--- src/rtl/ordered_value_list_macros.svh ---
// Assertion macros for the ordered value list.
// Taken in by the top level; depends on nothing else.
`ifndef ORDERED_VALUE_LIST_MACROS_SVH
`define ORDERED_VALUE_LIST_MACROS_SVH

// Same-cycle implication, muted during reset.
`define OVL_ASSERT_IMPLY(lbl, clk, rst, ante, cons, msg) \
   lbl: assert property (@(posedge clk) disable iff (rst) (ante) |-> (cons)) \
      else $error(msg);

// Next-cycle implication, muted during reset.
`define OVL_ASSERT_NEXT(lbl, clk, rst, ante, cons, msg) \
   lbl: assert property (@(posedge clk) disable iff (rst) (ante) |=> (cons)) \
      else $error(msg);

`endif

--- src/rtl/ovl_pkg.sv ---
// Shared types and constants for the ordered value list.
// Used by ovl_front, ovl_cmd_queue, ovl_back and ordered_value_list.
package ovl_pkg;

   localparam int ACTION_W = 2;
   localparam int VALUE_W  = 32;
   localparam int STATUS_W = 2;
   localparam int COUNT_W  = 5;

   // request action codes
   localparam logic [ACTION_W-1:0] ACT_APPEND = 2'd0;
   localparam logic [ACTION_W-1:0] ACT_REMOVE = 2'd1;
   localparam logic [ACTION_W-1:0] ACT_LIST   = 2'd2;

   // response status codes
   localparam logic [STATUS_W-1:0] ST_OK        = 2'd0;
   localparam logic [STATUS_W-1:0] ST_NOT_FOUND = 2'd1;
   localparam logic [STATUS_W-1:0] ST_FULL      = 2'd2;
   localparam logic [STATUS_W-1:0] ST_EMPTY     = 2'd3;

   // command queue between front and back (depth is a power of two)
   localparam int QUEUE_DEPTH = 2;
   localparam int QPTR_W      = 1;
   localparam int QCNT_W      = 2;

   typedef struct packed {
      logic [ACTION_W-1:0]       action;
      logic signed [VALUE_W-1:0] value;
   } req_type;

   typedef struct packed {
      logic [STATUS_W-1:0]       status;
      logic signed [VALUE_W-1:0] entry_value;
      logic [COUNT_W-1:0]        entry_count;
      logic                      last;
   } rsp_type;

   typedef enum logic [1:0] {
      OP_APPEND,
      OP_REMOVE,
      OP_LIST,
      OP_NOP
   } op_type;

   typedef struct packed {
      op_type                    op;
      logic signed [VALUE_W-1:0] value;
   } cmd_type;

   typedef enum logic [2:0] {
      BK_IDLE,
      BK_SEARCH_RD,
      BK_SEARCH_CMP,
      BK_SHIFT,
      BK_SHIFT_WR,
      BK_LIST_RD,
      BK_LIST_EMIT
   } back_state_type;

endpackage

--- src/rtl/ovl_front.sv ---
// Front stage: registers each request and decodes its action into a command.
// Depends on ovl_pkg.
module ovl_front (
   input  logic             clock,
   input  logic             reset,
   input  logic             req_valid,
   output logic             req_ready,
   input  ovl_pkg::req_type req_data,
   output logic             cmd_valid,
   input  logic             cmd_ready,
   output ovl_pkg::cmd_type cmd_data
);

   logic             fr_valid_ff;
   logic             fr_valid_in;
   ovl_pkg::cmd_type fr_cmd_ff;
   ovl_pkg::cmd_type fr_cmd_in;

   assign req_ready = !fr_valid_ff || cmd_ready;
   assign cmd_valid = fr_valid_ff;
   assign cmd_data  = fr_cmd_ff;

   always_comb begin
      fr_cmd_in.value = req_data.value;
      case (req_data.action)
         ovl_pkg::ACT_APPEND: begin
            fr_cmd_in.op = ovl_pkg::OP_APPEND;
         end
         ovl_pkg::ACT_REMOVE: begin
            fr_cmd_in.op = ovl_pkg::OP_REMOVE;
         end
         ovl_pkg::ACT_LIST: begin
            fr_cmd_in.op = ovl_pkg::OP_LIST;
         end
         default: begin
            fr_cmd_in.op = ovl_pkg::OP_NOP;
         end
      endcase
   end

   always_comb begin
      fr_valid_in = fr_valid_ff;
      if (req_ready) begin
         fr_valid_in = req_valid;
      end
   end

   always_ff @(posedge clock) begin
      if (reset) begin
         fr_valid_ff <= 1'b0;
      end else begin
         fr_valid_ff <= fr_valid_in;
      end
   end

   always_ff @(posedge clock) begin
      if (req_valid && req_ready) begin
         fr_cmd_ff <= fr_cmd_in;
      end
   end

endmodule

--- src/rtl/ovl_cmd_queue.sv ---
// Short command queue between the front stage and the back sequencer.
// Depends on ovl_pkg.
module ovl_cmd_queue (
   input  logic             clock,
   input  logic             reset,
   input  logic             in_valid,
   output logic             in_ready,
   input  ovl_pkg::cmd_type in_data,
   output logic             out_valid,
   input  logic             out_ready,
   output ovl_pkg::cmd_type out_data
);

   ovl_pkg::cmd_type                 q_mem_ff [ovl_pkg::QUEUE_DEPTH];
   logic [ovl_pkg::QPTR_W-1:0]       wr_ptr_ff;
   logic [ovl_pkg::QPTR_W-1:0]       wr_ptr_in;
   logic [ovl_pkg::QPTR_W-1:0]       rd_ptr_ff;
   logic [ovl_pkg::QPTR_W-1:0]       rd_ptr_in;
   logic [ovl_pkg::QCNT_W-1:0]       cnt_ff;
   logic [ovl_pkg::QCNT_W-1:0]       cnt_in;
   logic                             push;
   logic                             pop;

   localparam logic [ovl_pkg::QCNT_W-1:0] QFULL = ovl_pkg::QCNT_W'(ovl_pkg::QUEUE_DEPTH);

   assign in_ready  = (cnt_ff != QFULL);
   assign out_valid = (cnt_ff != '0);
   assign out_data  = q_mem_ff[rd_ptr_ff];
   assign push      = in_valid && in_ready;
   assign pop       = out_valid && out_ready;

   always_comb begin
      wr_ptr_in = wr_ptr_ff;
      rd_ptr_in = rd_ptr_ff;
      cnt_in    = cnt_ff;
      if (push) begin
         wr_ptr_in = wr_ptr_ff + 1'b1;
      end
      if (pop) begin
         rd_ptr_in = rd_ptr_ff + 1'b1;
      end
      if (push && !pop) begin
         cnt_in = cnt_ff + 1'b1;
      end else if (pop && !push) begin
         cnt_in = cnt_ff - 1'b1;
      end
   end

   always_ff @(posedge clock) begin
      if (reset) begin
         wr_ptr_ff <= '0;
         rd_ptr_ff <= '0;
         cnt_ff    <= '0;
      end else begin
         wr_ptr_ff <= wr_ptr_in;
         rd_ptr_ff <= rd_ptr_in;
         cnt_ff    <= cnt_in;
      end
   end

   always_ff @(posedge clock) begin
      if (push) begin
         q_mem_ff[wr_ptr_ff] <= in_data;
      end
   end

endmodule

--- src/rtl/ovl_back.sv ---
// Back sequencer: entry memory, occupancy, search/shift/list walk, response register.
// Depends on ovl_pkg.
module ovl_back #(
   parameter int CAPACITY = 16
) (
   input  logic             clock,
   input  logic             reset,
   input  logic             cmd_valid,
   output logic             cmd_ready,
   input  ovl_pkg::cmd_type cmd_data,
   output logic             rsp_valid,
   input  logic             rsp_ready,
   output ovl_pkg::rsp_type rsp_data
);

   localparam int CNT_W = $clog2(CAPACITY + 1);
   localparam int IDX_W = (CAPACITY > 1) ? $clog2(CAPACITY) : 1;
   localparam logic [CNT_W-1:0] CAP_CNT = CNT_W'(CAPACITY);

   ovl_pkg::back_state_type state_ff;
   ovl_pkg::back_state_type state_in;

   logic [ovl_pkg::VALUE_W-1:0] entry_mem_ff [CAPACITY];
   logic [ovl_pkg::VALUE_W-1:0] rd_data_ff;
   logic [IDX_W-1:0]            rd_addr;
   logic                        wr_en;
   logic [IDX_W-1:0]            wr_addr;
   logic [ovl_pkg::VALUE_W-1:0] wr_data;

   logic [CNT_W-1:0]            occ_ff;
   logic [CNT_W-1:0]            occ_in;
   logic [CNT_W-1:0]            idx_ff;
   logic [CNT_W-1:0]            idx_in;
   logic [CNT_W-1:0]            idx_nx;
   logic [ovl_pkg::VALUE_W-1:0] key_ff;
   logic [ovl_pkg::VALUE_W-1:0] key_in;

   logic                        list_full;
   logic                        list_empty;
   logic                        more;
   logic                        match;
   logic                        out_free;
   logic                        cmd_fire;

   logic                          emit;
   logic                          emit_fire;
   logic [ovl_pkg::STATUS_W-1:0]  res_status;
   logic [ovl_pkg::VALUE_W-1:0]   res_value;
   logic [CNT_W-1:0]              res_cnt;
   logic                          res_last;
   logic [CNT_W+ovl_pkg::COUNT_W-1:0] cnt_ext;
   ovl_pkg::rsp_type              emit_res;

   logic             rsp_valid_ff;
   logic             rsp_valid_in;
   ovl_pkg::rsp_type rsp_data_ff;

   assign list_full  = (occ_ff == CAP_CNT);
   assign list_empty = (occ_ff == '0);
   assign idx_nx     = idx_ff + 1'b1;
   assign more       = (idx_nx < occ_ff);
   assign match      = (rd_data_ff == key_ff);
   assign out_free   = !rsp_valid_ff || rsp_ready;
   assign cmd_fire   = cmd_valid && cmd_ready;
   assign emit_fire  = emit && out_free;

   // next state and walk counters
   always_comb begin
      state_in = state_ff;
      occ_in   = occ_ff;
      idx_in   = idx_ff;
      key_in   = key_ff;
      case (state_ff)
         ovl_pkg::BK_IDLE: begin
            if (cmd_fire) begin
               case (cmd_data.op)
                  ovl_pkg::OP_APPEND: begin
                     if (!list_full) begin
                        occ_in = occ_ff + 1'b1;
                     end
                  end
                  ovl_pkg::OP_REMOVE: begin
                     if (!list_empty) begin
                        key_in   = cmd_data.value;
                        idx_in   = '0;
                        state_in = ovl_pkg::BK_SEARCH_RD;
                     end
                  end
                  ovl_pkg::OP_LIST: begin
                     if (!list_empty) begin
                        idx_in   = '0;
                        state_in = ovl_pkg::BK_LIST_RD;
                     end
                  end
                  default: begin
                  end
               endcase
            end
         end
         ovl_pkg::BK_SEARCH_RD: begin
            state_in = ovl_pkg::BK_SEARCH_CMP;
         end
         ovl_pkg::BK_SEARCH_CMP: begin
            if (match) begin
               state_in = ovl_pkg::BK_SHIFT;
            end else if (more) begin
               idx_in   = idx_nx;
               state_in = ovl_pkg::BK_SEARCH_RD;
            end else if (out_free) begin
               state_in = ovl_pkg::BK_IDLE;
            end
         end
         ovl_pkg::BK_SHIFT: begin
            if (more) begin
               state_in = ovl_pkg::BK_SHIFT_WR;
            end else if (out_free) begin
               occ_in   = occ_ff - 1'b1;
               state_in = ovl_pkg::BK_IDLE;
            end
         end
         ovl_pkg::BK_SHIFT_WR: begin
            idx_in   = idx_nx;
            state_in = ovl_pkg::BK_SHIFT;
         end
         ovl_pkg::BK_LIST_RD: begin
            state_in = ovl_pkg::BK_LIST_EMIT;
         end
         ovl_pkg::BK_LIST_EMIT: begin
            if (out_free) begin
               if (more) begin
                  idx_in   = idx_nx;
                  state_in = ovl_pkg::BK_LIST_RD;
               end else begin
                  state_in = ovl_pkg::BK_IDLE;
               end
            end
         end
         default: begin
            state_in = ovl_pkg::BK_IDLE;
         end
      endcase
   end

   // memory port controls and response to emit
   always_comb begin
      cmd_ready  = 1'b0;
      emit       = 1'b0;
      res_status = ovl_pkg::ST_OK;
      res_value  = '0;
      res_cnt    = occ_ff;
      res_last   = 1'b1;
      rd_addr    = idx_ff[IDX_W-1:0];
      wr_en      = 1'b0;
      wr_addr    = idx_ff[IDX_W-1:0];
      wr_data    = rd_data_ff;
      case (state_ff)
         ovl_pkg::BK_IDLE: begin
            cmd_ready = out_free;
            if (cmd_valid) begin
               emit = 1'b1;
               case (cmd_data.op)
                  ovl_pkg::OP_APPEND: begin
                     if (list_full) begin
                        res_status = ovl_pkg::ST_FULL;
                     end else begin
                        res_cnt = occ_ff + 1'b1;
                        wr_en   = out_free;
                        wr_addr = occ_ff[IDX_W-1:0];
                        wr_data = cmd_data.value;
                     end
                  end
                  ovl_pkg::OP_REMOVE: begin
                     emit       = list_empty;
                     res_status = ovl_pkg::ST_NOT_FOUND;
                  end
                  ovl_pkg::OP_LIST: begin
                     emit       = list_empty;
                     res_status = ovl_pkg::ST_EMPTY;
                  end
                  default: begin
                  end
               endcase
            end
         end
         ovl_pkg::BK_SEARCH_CMP: begin
            if (!match && !more) begin
               emit       = 1'b1;
               res_status = ovl_pkg::ST_NOT_FOUND;
            end
         end
         ovl_pkg::BK_SHIFT: begin
            rd_addr = idx_nx[IDX_W-1:0];
            if (!more) begin
               emit    = 1'b1;
               res_cnt = occ_ff - 1'b1;
            end
         end
         ovl_pkg::BK_SHIFT_WR: begin
            // move the later entry one place toward the head
            rd_addr = idx_nx[IDX_W-1:0];
            wr_en   = 1'b1;
         end
         ovl_pkg::BK_LIST_EMIT: begin
            emit      = 1'b1;
            res_value = rd_data_ff;
            res_last  = !more;
         end
         default: begin
         end
      endcase
   end

   assign cnt_ext  = {{ovl_pkg::COUNT_W{1'b0}}, res_cnt};
   assign emit_res = '{status:      res_status,
                       entry_value: res_value,
                       entry_count: cnt_ext[ovl_pkg::COUNT_W-1:0],
                       last:        res_last};

   always_comb begin
      rsp_valid_in = rsp_valid_ff;
      if (emit_fire) begin
         rsp_valid_in = 1'b1;
      end else if (rsp_ready) begin
         rsp_valid_in = 1'b0;
      end
   end

   always_ff @(posedge clock) begin
      if (reset) begin
         state_ff     <= ovl_pkg::BK_IDLE;
         occ_ff       <= '0;
         rsp_valid_ff <= 1'b0;
      end else begin
         state_ff     <= state_in;
         occ_ff       <= occ_in;
         rsp_valid_ff <= rsp_valid_in;
      end
   end

   always_ff @(posedge clock) begin
      idx_ff <= idx_in;
      key_ff <= key_in;
      if (emit_fire) begin
         rsp_data_ff <= emit_res;
      end
   end

   always_ff @(posedge clock) begin
      if (wr_en) begin
         entry_mem_ff[wr_addr] <= wr_data;
      end
      rd_data_ff <= entry_mem_ff[rd_addr];
   end

   assign rsp_valid = rsp_valid_ff;
   assign rsp_data  = rsp_data_ff;

endmodule

--- src/rtl/ordered_value_list.sv ---
// Ordered value list top level: front decode, command queue, back sequencer.
// Depends on ovl_pkg, ovl_front, ovl_cmd_queue, ovl_back and the macro header.
//
//   channel   ports                          direction
//   request   req_valid req_ready req_data   in  (action, value)
//   response  rsp_valid rsp_ready rsp_data   out (status, entry_value, entry_count, last)
//
// A request is held in the front register and then waits in a two-entry queue.
// Append, unknown actions and remove/list on an empty list are answered from the idle state.
// Remove reads and compares each entry searched (SEARCH_RD, SEARCH_CMP), then moves each
// later entry up (SHIFT, SHIFT_WR) and responds from SHIFT once a match is found; a list
// reads and emits each entry (LIST_RD, LIST_EMIT): the entry memory has a single registered read port.
// Reset clears occupancy, the back state, the valid flags and the queue pointers; no clearing pass runs.
// A stalled response holds the back sequencer while the front keeps taking requests until the queue fills.
`include "ordered_value_list_macros.svh"

module ordered_value_list #(
   parameter int CAPACITY = 16
) (
   input  logic             clock,
   input  logic             reset,
   input  logic             req_valid,
   output logic             req_ready,
   input  ovl_pkg::req_type req_data,
   output logic             rsp_valid,
   input  logic             rsp_ready,
   output ovl_pkg::rsp_type rsp_data
);

   logic             fr_valid;
   logic             fr_ready;
   ovl_pkg::cmd_type fr_cmd;
   logic             bk_valid;
   logic             bk_ready;
   ovl_pkg::cmd_type bk_cmd;

   ovl_front u_front (
      .clock     (clock),
      .reset     (reset),
      .req_valid (req_valid),
      .req_ready (req_ready),
      .req_data  (req_data),
      .cmd_valid (fr_valid),
      .cmd_ready (fr_ready),
      .cmd_data  (fr_cmd)
   );

   ovl_cmd_queue u_queue (
      .clock     (clock),
      .reset     (reset),
      .in_valid  (fr_valid),
      .in_ready  (fr_ready),
      .in_data   (fr_cmd),
      .out_valid (bk_valid),
      .out_ready (bk_ready),
      .out_data  (bk_cmd)
   );

   ovl_back #(
      .CAPACITY (CAPACITY)
   ) u_back (
      .clock     (clock),
      .reset     (reset),
      .cmd_valid (bk_valid),
      .cmd_ready (bk_ready),
      .cmd_data  (bk_cmd),
      .rsp_valid (rsp_valid),
      .rsp_ready (rsp_ready),
      .rsp_data  (rsp_data)
   );

   `OVL_ASSERT_NEXT(a_front_loads, clock, reset, req_valid && req_ready, fr_valid, "accepted request missing from front stage")
   `OVL_ASSERT_IMPLY(a_back_takes_with_room, clock, reset, bk_valid && bk_ready, !rsp_valid || rsp_ready, "command taken while response register blocked")
   `OVL_ASSERT_IMPLY(a_empty_rsp, clock, reset, rsp_valid && rsp_data.status == ovl_pkg::ST_EMPTY, rsp_data.entry_count == '0 && rsp_data.last, "empty response with nonzero count or no last")

endmodule
--- config.mk ---
export PLATFORM = sky130hd
export DESIGN_NAME = ordered_value_list
export DESIGN_NICKNAME = d
export VERILOG_FILES = /design/src/rtl/ovl_pkg.sv /design/src/rtl/ovl_front.sv /design/src/rtl/ovl_cmd_queue.sv /design/src/rtl/ovl_back.sv /design/src/rtl/ordered_value_list.sv
export VERILOG_INCLUDE_DIRS = /design/src /design/src/rtl
export SDC_FILE = /design/constraint.sdc
export NUM_CORES = 1
export LEC_CHECK = 0
export ABC_CLOCK_PERIOD_IN_PS = 4850
export BUFFER_PORTS_ARGS = -buffer_cell sky130_fd_sc_hd__buf_2
export CAP_MARGIN = 10
export CORE_MARGIN = 5
export CORE_UTILIZATION = 62
export DETAILED_ROUTE_END_ITERATION = 6
export PLACE_DENSITY = 0.77
export SETUP_SLACK_MARGIN = 0.3
export SLEW_MARGIN = 20
export SYNTH_ARGS = -nofsm -noshare
export SYNTH_HDL_FRONTEND = slang
export SYNTH_SLANG_ARGS = --single-unit
--- constraint.sdc ---
create_clock -name clock -period 4.85 [get_ports clock]
set_input_delay 0 -clock clock [delete_from_list [all_inputs] [get_ports clock]]
set_output_delay 0 -clock clock [all_outputs]
set_load 0.02 [all_outputs]
==> metrics.cfg, run 1 <==
[synthesis]
synth_top_area_share_pct = 70.89
yosysUniqueCellTypes = 67
yosysSeqAreaShare_pct = 74.10
postSynthNetCount = 2032
synth_seq_cells = 738
syn_avg_cell_area_um2 = 14.77
synth_flop_cell = edfxtp_1
netlist_area_um2 = 29270
synth_edf_count = 691
syn_inst = 1982
yosysWarnings = 0
async_flop_share_pct = 0
synth.area.top_cells = edfxtp_1 71%, nand2_1 5.2%, mux2i_1 3.3%
synth_area_leader_cell = edfxtp_1

[cells_and_area]
instances_no_fill = 2781
drive_gt1_share_pct = 16.11
final_core_util_pct = 71.33
finalNetCount = 2167
area_delta_synth_final_pct = 13.70

[grt]
grt_overflow = 0
grt_pass1_wl_um = 106900
grt_use_total_pct = 27.83
grt_pass1_vias = 17454
antenna_found_initial = 1
grt_start_max_net_pins = 108

[placement]
routabilityCongestion = 0.9206
post-place-ws_ps = 1018
portBuffers = 79
placedCellCount = 2610
dp_hpwl_um = 40580

[clock_tree]
cts.htree.levels = 3
cts_sinks = 738
path_clk_slew_ps = 60
hold_buffers = 38
clockRootBuffer = clkbuf_16
postCtsSetupBuffers = 0
clockBufferDepth = 3
cts_tree = built
cts_resized = 0
worstSkewPairLatency_ps = 620
cts_buffers = 72

[die]
core_region_area_um2 = 46650
ios = 80
die_w_um = 227.3
rows = 79
die_area_um2 = 51660
start_util_pct = 62.74
die-height_um = 227.3

[detailed_routing]
ant_nets = 0
vias = 17835
viasPerCell = 6.413
drt_iter0_drc = 2721
drc = 0
wire_per_inst_um = 25.80
dr.pass1.iters = 7
totalWireLength_um = 71750

[critical_path]
critPathMaxFanout = 27
reg2reg_depth = 11
r2r_setup_slack_ps = 950
path_class = flop to flop
rr_endpoint = u_back.rsp_data[21]
worstPathRequired_ps = 5080
r2r_start = u_back.idx_ff[0]
end_kind = flop
arrival_ps = 4130
crit_path_start_kind = flop

[pwr]
leakagePower_nw = 11.82
power.density_nw_per_um2 = 652.7
power_w = 0.02172
peakVddDrop_v = 0.0005470

[sta]
finalSetupViolations = 0
fin_crit_sh_pct = 80.38
finalSetupTns_ps = 0
rsz0062_at_grt = false
drv_slew = 0
hold_viol = 0
max_freq_ghz = 0.2565
worst_slack_ps = 951.4
fin_crit_ps = 3899
worstMarginPinSlew_ps = 1177
fin_skew_ps = 30.36
maxSlewHeadroom_pct = 20.80

[min_path]
hold_class = input port to flop
min_from = req_data[33]
min_to = u_front.cmd_data[33]
hold_depth = 2

[run_status]
status = completed

[job]
drv_cap = 0

[cells in the mapped netlist (2+ instances only)]
cell type / n
edfxtp_1: 691
nand2_1: 403
mux2i_1: 97
and3_1: 69
a31oi_1: 68
nand3_1: 68
mux2_2: 67
buf_2: 49
clkbuf_1: 48
dfxtp_1: 47
nor2_1: 47
xor2_1: 36
and2_1: 35
a32o_1: 33
a221o_1: 32
a21oi_1: 23
o21ai_0: 17
nor3_1: 14
buf_4: 12
ha_1: 12
inv_1: 12
xnor2_1: 10
nor4_1: 9
nand2b_1: 7
nand4_1: 7
nor2b_1: 6
or2_2: 6
buf_1: 3
buf_6: 3
nor3b_1: 3
o211ai_1: 3
o22ai_1: 3
a21o_1: 2
a311oi_1: 2
nand3b_1: 2
o21a_1: 2
o21bai_1: 2
o311ai_0: 2
or3_1: 2
[how the worst max path moves through the flow]
stage | startpoint | endpoint | depth (start not counted)
after global routing | u_back.idx_ff[0] | u_back.rsp_data[22] | 11
after floorplan | flop | u_back.entry_mem_ff[6][0] | 9
after detailed placement | u_back.idx_ff[0] | u_back.rsp_data[27] | 11
final | u_back.idx_ff[0] | u_back.rsp_data[21] | 11
after CTS | u_back.idx_ff[0] | u_back.rsp_data[21] | 11
after global placement | u_back.idx_ff[0] | u_back.rsp_data[28] | 11
[per-stage QoR]
stage	area (um2)	hold WS [ps]
floorplan	29270	69.07
global placement	30590	176.1
detailed placement	30590	178.3
CTS	33250	63.94
global route	33280	86.40
finish	33280	85.86
[logic make-up after synthesis]
| logic type | share of synthesized area, % |
|---|---|
| DFF | 74.10 |
| AOI/OAI and AO/OA | 5.403 |
| xor gates and xnor gates | 1.376 |
| and+or+nand+nor | 10.62 |
| adders and majority gates | 0.5129 |
| muxes | 5.894 |
| buffers and inverters | 2.094 |
[flip-flops by register name, summed over array words and instances (netlist names), named ones only]
signal,count
u_back.rsp_data,40
u_back.occ_ff,5
u_back.idx_ff,5
u_back.entry_mem_ff,512
u_back.state_ff,3
u_back.rd_data_ff,32
u_queue.q_mem_ff,68
u_back.key_ff,32
u_queue.cnt_ff,2
u_front.cmd_data,34
u_queue.wr_ptr_ff,1
u_queue.rd_ptr_ff,1
u_back.rsp_valid,1
u_front.cmd_valid,1
[critical path: stages, from the launching register on]
cell and delay, ps:
edfxtp_1 620, ha_1 430, nand3_1 150, xnor2_1 180, ha_1 310, and4_1 190
a21oi_1 90, o21a_1 240, nor2_1 180, a31oi_1 170, nor2_4 390, buf_4 530
[where the power goes]
part	switching, W	internal (W)	total, W	leakage (nW)
clock	0.00235	0.00305	0.00540	1.10
combinational	0.00491	0.00248	0.00739	4.02
sequential	0.000462	0.00847	0.00893	6.69
total	0.00772	0.0140	0.0217	11.8
[layer usage]
metal  vias up  wire, um  track usage [%]
met4         0      3327            11.09
li1       7693         -                -
met3       199      7635            6.383
met1      8805     26950            38.83
met5         -         0                0
met2      1138     33840            43.44
[cell type report]
| cell class | instances | area, um2 |
|---|---|---|
| Sequential cell | 738 | 21690 |
| Fill cell | 2861 | 13370 |
| Multi-Input combinational cell | 1115 | 7168 |
| Clock buffer | 98 | 1979 |
| Timing Repair Buffer | 176 | 1335 |
| Tap cell | 607 | 759.5 |
| Clock inverter | 32 | 292.8 |
| Inverter | 14 | 52.55 |
| Antenna cell | 1 | 2.502 |
[cell usage in the layout, fill, tap and decap left out, drive strengths merged, types with 14 or more instances in the layout]
| cell type | n |
|---|---|
| and3 | 69 |
| nand2 | 404 |
| and2 | 35 |
| dfxtp | 47 |
| buf | 138 |
| nand3 | 68 |
| a32o | 33 |
| nor3 | 14 |
| a21oi | 23 |
| a31oi | 68 |
| xor2 | 36 |
| mux2i | 97 |
| clkbuf | 98 |
| edfxtp | 691 |
| dlygate4sd3 | 38 |
| nor2 | 48 |
| clkinv | 23 |
| mux2 | 67 |
| inv | 16 |
| a221o | 33 |
| o21ai | 18 |
Power figures use the tool's default switching activity.
==> run 2: changes to the inputs <==
--- a/config.mk
+++ b/config.mk
@@ -6,7 +6,7 @@
 export SDC_FILE = /design/constraint.sdc
 export NUM_CORES = 1
 export LEC_CHECK = 0
-export ABC_CLOCK_PERIOD_IN_PS = 4850
+export ABC_CLOCK_PERIOD_IN_PS = 4100
 export BUFFER_PORTS_ARGS = -buffer_cell sky130_fd_sc_hd__buf_2
 export CAP_MARGIN = 10
 export CORE_MARGIN = 5
==> constraint.sdc (replaced) <==
create_clock -name clock -period 4.1 [get_ports clock]
set_input_delay 0 -clock clock [delete_from_list [all_inputs] [get_ports clock]]
set_output_delay 0 -clock clock [all_outputs]
set_load 0.02 [all_outputs]
==> metrics.cfg, run 2 (same netlist as run 1, synthesis figures left out) <==
[detailed_routing]
vias = 17754  ; -0.45%
viasPerCell = 6.366  ; -0.74%
dr.pass1.iters = 6  ; -1
wire_per_inst_um = 25.48  ; -1.2%
drt_iter0_drc = 2404  ; -12%
ant_nets = 0  ; unchanged
drc = 0  ; unchanged
totalWireLength_um = 71070  ; -0.95%

[die]
die_area_um2 = 51660  ; unchanged
ios = 80  ; unchanged
core_region_area_um2 = 46650  ; unchanged
rows = 79  ; unchanged
start_util_pct = 62.74  ; unchanged
die-height_um = 227.3  ; unchanged
die_w_um = 227.3  ; unchanged

[critical_path]
crit_path_start_kind = flop
path_class = flop to flop
worstPathRequired_ps = 4470  ; -610 ps
end_kind = flop
arrival_ps = 3980  ; -150 ps
critPathMaxFanout = 18  ; -33%

[clock_tree]
cts_tree = built
clockBufferDepth = 3  ; unchanged
clockRootBuffer = clkbuf_16
cts_buffers = 71  ; -1.4%
cts_sinks = 738  ; unchanged
worstSkewPairLatency_ps = 620  ; about the same
cts.htree.levels = 3  ; unchanged
path_clk_slew_ps = 60  ; about the same

[pwr]
power.density_nw_per_um2 = 775.1  ; +19%
peakVddDrop_v = 0.0005910  ; +8.1%
leakagePower_nw = 11.94  ; +1.1%

[cells_and_area]
final_common_cell = edfxtp_1
register_area_um2 = 21690  ; unchanged
regMostFlops = u_back.entry_mem_ff
final_core_util_pct = 71.85  ; +0.51 points
multi_input_area_um2 = 7187  ; +0.26%
antenna_cells = 0  ; -1
final_area_um2 = 33520  ; +0.72%
layout_common_cells = 691 x edfxtp_1, 403 x nand2_1, 97 x mux2i_1, 79 x buf_2, 73 x clkbuf_16
fillers = 2879  ; +0.63%
finalNetCount = 2176  ; +0.42%
drive_gt1_share_pct = 16.64  ; +0.53 points
area_delta_synth_final_pct = 14.51
largest_reg_flops = 512  ; unchanged

[placement]
placed_area_um2 = 30790  ; +0.64%
portBuffers = 79  ; unchanged
routabilityCongestion = 0.9247  ; +0.45%
post-place-ws_ps = 403.6  ; -614.7 ps
dp_hpwl_um = 40310  ; -0.69%

[sta]
worstMarginPinSlew_ps = 1110  ; -67.52 ps
finalSetupViolations = 0  ; unchanged
fin_crit_ps = 3612  ; -286.6 ps
maxSlewHeadroom_pct = 25.85  ; +5.0 points
max_freq_ghz = 0.2769  ; +7.9%
hold_viol = 0  ; unchanged
fin_crit_sh_pct = 88.10  ; +7.7 points
drv_slew = 0  ; unchanged
rsz0062_at_grt = false
finalSetupTns_ps = 0  ; unchanged
worst_slack_ps = 488.0  ; -463.4 ps
fin_skew_ps = 24.19  ; -6.165 ps
fin_hold_ws_ps = 93.29  ; +7.432 ps

[run_status]
status = completed

[grt]
antenna_found_initial = 0  ; -1
grt_start_max_net_pins = 91  ; -16%
grt_overflow = 0  ; unchanged
grt_pass1_vias = 17561  ; +0.61%
grt_use_total_pct = 27.56  ; -0.26 points
grt_pass1_wl_um = 106100  ; -0.74%

[min_path]
hold_class = input port to flop

[job]
drv_cap = 0  ; unchanged

-- run 2: cell types whose count changed in the layout (fill, tap and decap cells not counted), sizes merged --
cell	before	now
buf	138	147
clkinvlp	4	1
bufinv	3	4
diode	1	0
inv	16	17
nor2	48	49
-- run 2: path summary, 6_finish.rpt --
check / from / to / cells past startpoint / slack, ps
max: u_back.idx_ff[1] / u_back.rsp_data[24] / 11 / 490
max reg2reg: u_back.idx_ff[1] / u_back.rsp_data[24] / 11 / 490
min: req_data[28] / u_front.cmd_data[28] / 2 / 90
min reg2reg: u_front.cmd_data[8] / u_queue.q_mem_ff[1][8] / 0 / 450
-- run 2: final cells by class --
cell class,instances,area share [%]
multi-input combinational,1116,21.44
clock inverter,31,0.9406
sequential,738,64.71
clock buffer,98,5.939
inverter,14,0.1568
tap,607,2.266
timing repair buffer,185,4.546
-- run 2: stage by stage --
stage	std cells	total power [W]
after floorplan	1982	0.01643
after global placement	2618	0.01915
after detailed placement	2618	0.01934
after CTS	2785	0.02583
after global routing	2789	0.02706
final	2789	0.02598
-- run 2: timing repair --
action	4_1_cts	5_1_grt
setup endpoints to repair	0	23
hold buffers	38	0
gates resized for setup	0	2
endpoints found under the hold margin	49	0
buffers inserted	0	3
-- run 2: power by group --
part	internal (W)	switching, W
logic	0.00311	0.00585
registers	0.0100	0.000525
clock network	0.00369	0.00279
total	0.0168	0.00916
-- run 2: per-layer routing --
layer  GRT usage [%]  vias up  routed length [um]
li1                -     7726                   -
met1           38.63     8758               26990
met2           43.59     1088               33980
met3           5.235      182                6937
met4           11.11        0                3159
met5               0        -                   0
-- run 2: critical path: stages, from the launching register on --
cell and delay (ps):
edfxtp_1 540, ha_1 410, nand3_1 150, xnor2_1 220, ha_1 280, and4_1 180
a21oi_1 210, o21a_2 330, o21ai_0 160, a31oi_2 390, nor2_4 210, buf_12 260
